**config.mk**
```make
export PLATFORM = sky130hd
export DESIGN_NAME = mch_axis_lane
export DESIGN_NICKNAME = d
export VERILOG_FILES = /design/src/rtl/magnetometer_calibrate_heading_core_defines.svh /design/src/rtl/mch_pkg.sv /design/src/rtl/mch_axis_lane.sv
export SDC_FILE = /design/constraint.sdc
export NUM_CORES = 2
export LEC_CHECK = 0
export BUFFER_PORTS_ARGS = -buffer_cell sky130_fd_sc_hd__buf_2
export CAP_MARGIN = 20
export CORE_MARGIN = 3
export CORE_UTILIZATION = 33
export CTS_BUF_LIST = sky130_fd_sc_hd__clkbuf_8 sky130_fd_sc_hd__clkbuf_16
export DETAILED_ROUTE_END_ITERATION = 6
export GPL_TIMING_DRIVEN = 0
export PLACE_DENSITY = 0.48
export SLEW_MARGIN = 5
export SYNTH_ARGS = -nofsm -noshare
export SYNTH_HDL_FRONTEND = slang
export SYNTH_SLANG_ARGS = --single-unit
```
**constraint.sdc**
```tcl
create_clock -name clk_i -period 8.5 [get_ports clk_i]
set_input_delay 0 -clock clk_i [delete_from_list [all_inputs] [get_ports clk_i]]
set_output_delay 0 -clock clk_i [all_outputs]
set_load 0.1 [all_outputs]
```
**src/rtl/magnetometer_calibrate_heading_core_defines.svh**
```systemverilog
// ---------------------------------------------------------------------------
// magnetometer_calibrate_heading_core_defines
// assertion macros for the heading core
// ---------------------------------------------------------------------------
`ifndef MAGNETOMETER_CALIBRATE_HEADING_CORE_DEFINES_SVH
`define MAGNETOMETER_CALIBRATE_HEADING_CORE_DEFINES_SVH
// concurrent assertion on clk_i, off while reset is low
`define MCH_ASSERT(label, prop, msg) \
  label: assert property (@(posedge clk_i) disable iff (!rst_ni) (prop)) else $error(msg);
// condition that must never hold on clk_i, off while reset is low
`define MCH_NEVER(label, cond, msg) \
  label: assert property (@(posedge clk_i) disable iff (!rst_ni) !(cond)) else $error(msg);
`endif

```
**src/rtl/mch_pkg.sv**
```systemverilog
// ---------------------------------------------------------------------------
// mch_pkg
// shared widths, constants and the arctangent table of the heading core
// ---------------------------------------------------------------------------
`default_nettype none
package mch_pkg;
  localparam int RawW     = 16;
  localparam int CalW     = 22;
  localparam int HeadW    = 15;
  localparam int RowW     = 48;
  localparam int CfgIdxW  = 3;
  localparam int Stages   = 16;
  localparam int CalcW    = 32;
  localparam int AngW     = 32;
  localparam int DiffW    = 17;
  localparam int ProdW    = 33;
  localparam int SumW     = 35;
  localparam logic [HeadW-1:0] HeadTurn = 15'd23040;
  localparam logic signed [CalW-1:0] CalMax = 22'sd2097151;
  localparam logic signed [CalW-1:0] CalMin = -22'sd2097152;

  typedef enum logic [CfgIdxW-1:0] {
    REG_BIAS_X = 3'd0, REG_BIAS_Y = 3'd1, REG_BIAS_Z = 3'd2,
    REG_ROW_X = 3'd3, REG_ROW_Y = 3'd4, REG_ROW_Z = 3'd5
  } reg_idx_e;

  typedef struct packed {
    logic signed [CalW-1:0] x;
    logic signed [CalW-1:0] y;
    logic signed [CalW-1:0] z;
  } cal_vec_t;

  function automatic logic [AngW-1:0] atan_entry(input int i);
    logic [AngW-1:0] t;
    case (i)
      0: t = 32'h20000000;  1: t = 32'h12E4051E;  2: t = 32'h09FB385B;
      3: t = 32'h051111D4;  4: t = 32'h028B0D43;  5: t = 32'h0145D7E1;
      6: t = 32'h00A2F61E;  7: t = 32'h00517C55;  8: t = 32'h0028BE53;
      9: t = 32'h00145F2F;  10: t = 32'h000A2F98; 11: t = 32'h000517CC;
      12: t = 32'h00028BE6; 13: t = 32'h000145F3; 14: t = 32'h0000A2FA;
      15: t = 32'h0000517D; 16: t = 32'h000028BE; 17: t = 32'h0000145F;
      18: t = 32'h00000A30; 19: t = 32'h00000518; 20: t = 32'h0000028C;
      21: t = 32'h00000146; 22: t = 32'h000000A3; 23: t = 32'h00000051;
      default: t = '0;
    endcase
    return t;
  endfunction
endpackage
`default_nettype wire

```
**src/rtl/mch_axis_lane.sv**
```systemverilog
// ---------------------------------------------------------------------------
// mch_axis_lane
// one calibration lane: row times corrected vector, shift and saturate
// ---------------------------------------------------------------------------
`default_nettype none
module mch_axis_lane (
  input  wire logic                            clk_i,
  input  wire logic                            en_i,
  input  wire logic signed [mch_pkg::DiffW-1:0] d0_i,
  input  wire logic signed [mch_pkg::DiffW-1:0] d1_i,
  input  wire logic signed [mch_pkg::DiffW-1:0] d2_i,
  input  wire logic [mch_pkg::RowW-1:0]        row_i,
  output logic signed [mch_pkg::CalW-1:0]      cal_o
);
  import mch_pkg::*;
  logic signed [ProdW-1:0] p0_q, p1_q, p2_q;
  logic signed [SumW-1:0]  sum, shifted;
  logic signed [CalW-1:0]  cal_q;

  always_ff @(posedge clk_i) begin
    if (en_i) begin
      p0_q <= ProdW'(d0_i) * ProdW'($signed(row_i[15:0]));
      p1_q <= ProdW'(d1_i) * ProdW'($signed(row_i[31:16]));
      p2_q <= ProdW'(d2_i) * ProdW'($signed(row_i[47:32]));
    end
  end

  always_comb begin
    sum = SumW'(p0_q) + SumW'(p1_q) + SumW'(p2_q);
    shifted = sum >>> 12;
  end

  always_ff @(posedge clk_i) begin
    if (en_i) begin
      if (shifted > SumW'(CalMax)) cal_q <= CalMax;
      else if (shifted < SumW'(CalMin)) cal_q <= CalMin;
      else cal_q <= shifted[CalW-1:0];
    end
  end
  assign cal_o = cal_q;
endmodule
`default_nettype wire

```
==> impl_metrics.yaml <==
run_status:
  status: "finished, final reports clean"
sta:
  grt_setup_unrepaired: "false"
  hold_violations: 0
  fmax_mhz: 137
  min_period_ns: 7.29
  fin_ws_ns: 1.21
  worstMarginPinSlew_ns: 1.11
  slew_viol_final: 0
  setup_viol: 0
  skew_ns: 0.0104
  timing.final.crit_share_pct: 85.8
  tns_ns: 0
  slew_headroom_pct: 25.1
flow_run:
  maxCapViolCount: 0
worst_hold_path:
  hold_path_depth: 2
  hold_class: "input port to register"
yosys:
  ys.flop_type: "edfxtp_1"
  postSynthAreaPerCell_um2: 9.76
  ys_top_cells_by_area: "fa_1 (47%), edfxtp_1 (10%), ha_1 (9.8%)"
  seq_area_frac_synth_pct: 10.0
  ys_warn_count: 0
  syn_nets: 4967
  syn-instance-count: 3721
  synth_edf_count: 121
  synth.cell_area_um2: 36300
  yosysUniqueCellTypes: 62
  synth-seq-cells: 121
  synth_top_area_share_pct: 47.4
  yosys.area.top_type: "fa_1"
  async_flop_share_pct: 0
grt:
  grt_pass1_wl_mm: 158
  busiest_layer: "met2"
  use_met2_pct: 31.0
  grt_use_met1_pct: 25.5
  grt_pass1_vias: 27164
  gr-usage-met3_pct: 2.01
  antenna_found_initial: 4
  gr-total-overflow: 0
  grtUsageTotal_pct: 18.2
  grt_max_degree: 85
worst_setup_path:
  path_delay_family: "adder cells"
  startpoint_type: "input port"
  crit_chain: "clkbuf_1, clkbuf_1, nand2_1, fa_1, inv_1, fa_1, inv_1, fa_1, inv_1, fa_1, fa_1, inv_1, fa_1, inv_1, ha_1, and2_1, and4_1, o211ai_1, and3_1, or4_1, a31oi_2, o31ai_4, mux2i_1, a2111oi_2"
  crit_cells: 24
  critPathMostFrequentCell: "fa_1"
  cp.arrival_ns: 7.42
  cpPeakStageDelay_ns: 0.61
  cp_slowest_cell: "a2111oi_2"
  worst-setup-path-type: "input port to register"
  r2r_cells: 12
  timing.critical_path.buf_inv: 7
  cp_max_fo: 10
  endpoint_kind: "register"
  cp.required_ns: 8.64
floorplanning:
  core_area_um2: 109000
  io_pins: 123
  fp.dieW_um: 338
  start_util_pct: 33.3
  die-area_um2: 114000
  die-height_um: 338
  rows: 121
detailed_routing:
  vias_per_cell: 4.69
  wl_mm: 98.5
  vias: 24790
  wl_per_cell_um: 18.6
  drt-pass1-iter-count: 6
  drt-initial-drc-count: 1300
  drc: 0
  ant_nets: 0
clock_tree:
  cts_tree: "done"
  numCtsBuffers: 17
  clk_pin_slew_ns: 0.06
  htree_levels: 4
  root_buffer: "clkbuf_16"
  cts_resized: 0
  clock_latency_ns: 0.43
  clockBufferDepth: 2
  post_cts_buffers: 0
  cts_num_sinks: 121
  cts_hold_buf: 1
final_layout:
  final_util_pct: 36.0
  nNetsFinal: 5101
  fillCellCount: 11339
  drive_above_1_share_pct: 4.22
  register_area_um2: 3630
  multi_input_area_um2: 28800
  layout.cells.non_filler: 5283
  syn2layout_area_growth_pct: 8.11
placed_design:
  io_buffers: 113
  post-place-ws_ns: 0.713
  place_congestion: 0.861
  hpwl_mm: 85.4
  dp_cells: 5249
==> metal layers <==
metal  vias up  wire length (µm)
met1     12974             45100
li1      11343                 -
met5         -                27
met2       401             48200
met3        68              3690
met4         4              1510
==> flip-flops by register name, indices dropped and copies added (netlist names) <==
register  cells
cal_o        22
p0_q         33
p2_q         33
p1_q         33
==> worst paths after layout <==
| check | from | endpoint | slack (ns) |
|---|---|---|---|
| worst max-delay path | row_i[23] | p1_q[32] | 1.21 |
| worst min-delay path | row_i[0] | p0_q[0] | 0.07 |
| worst max register to register | p0_q[5] | cal_o[5] | 3.82 |
| worst min register to register | p2_q[32] | cal_o[21] | 0.97 |
==> placed cells by master, fill, tap and decap left out, drive strengths merged, types with 15 or more instances in the layout <==
master | synthesis | final
buf | 1 | 115
and2 | 384 | 384
edfxtp | 121 | 121
clkbuf | 113 | 130
inv | 912 | 915
nand3 | 19 | 19
xnor2 | 90 | 90
ha | 285 | 285
nand2b | 27 | 27
nor3 | 17 | 17
nand2 | 438 | 438
a21oi | 70 | 70
xor2 | 32 | 32
nor2 | 85 | 85
o21ai | 56 | 56
fa | 860 | 860
o21a | 15 | 15
a21o | 44 | 44
==> final cells by class <==
cell class | instances | area share [%]
Buffer | 114 | 1.09
Antenna cell | 2 | 0.0127
Inverter | 912 | 8.72
Multi-Input combinational cell | 2574 | 73.4
Clock buffer | 17 | 1.08
Timing Repair Buffer | 115 | 1.55
Tap cell | 1414 | 4.51
Clock inverter | 14 | 0.344
Sequential cell | 121 | 9.26
==> synthesized netlist by cell type, types with 5 or more instances <==
| cell | count |
|---|---|
| inv_1 | 912 |
| fa_1 | 860 |
| nand2_1 | 438 |
| and2_1 | 384 |
| ha_1 | 285 |
| edfxtp_1 | 121 |
| clkbuf_1 | 113 |
| xnor2_1 | 90 |
| nor2_1 | 85 |
| a21oi_1 | 69 |
| o21ai_0 | 55 |
| a21o_1 | 44 |
| xor2_1 | 32 |
| nand2b_1 | 27 |
| nand3_1 | 19 |
| nor3_1 | 17 |
| o21a_1 | 15 |
| a211oi_1 | 13 |
| and3_1 | 13 |
| a31oi_1 | 12 |
| or3_1 | 11 |
| o21bai_1 | 10 |
| nor2b_1 | 9 |
| nand4_1 | 7 |
| or2_2 | 7 |
| o31ai_1 | 6 |
| a211o_1 | 5 |
| o211ai_1 | 5 |
==> per-stage QoR <==
stage                     cell area (µm²)  hold slack, ns
after global placement              38600           0.512
after floorplan                     36300           0.112
final                               39300          0.0690
after CTS                           39300          0.0587
after detailed placement            38700           0.430
after global routing                39300          0.0678
==> cells by family after synthesis <==
| logic type | share of synthesized area, % |
|---|---|
| flops | 10.0 |
| xor+xnor | 2.94 |
| mux | 0.0827 |
| compound gates | 5.02 |
| buf+inv | 10.6 |
| fa+ha+maj | 57.2 |
| simple gates | 14.1 |
Power is left out: the tool's default activity adds up to more than one toggle a clock period on the data nets, which glitch-free logic cannot reach.
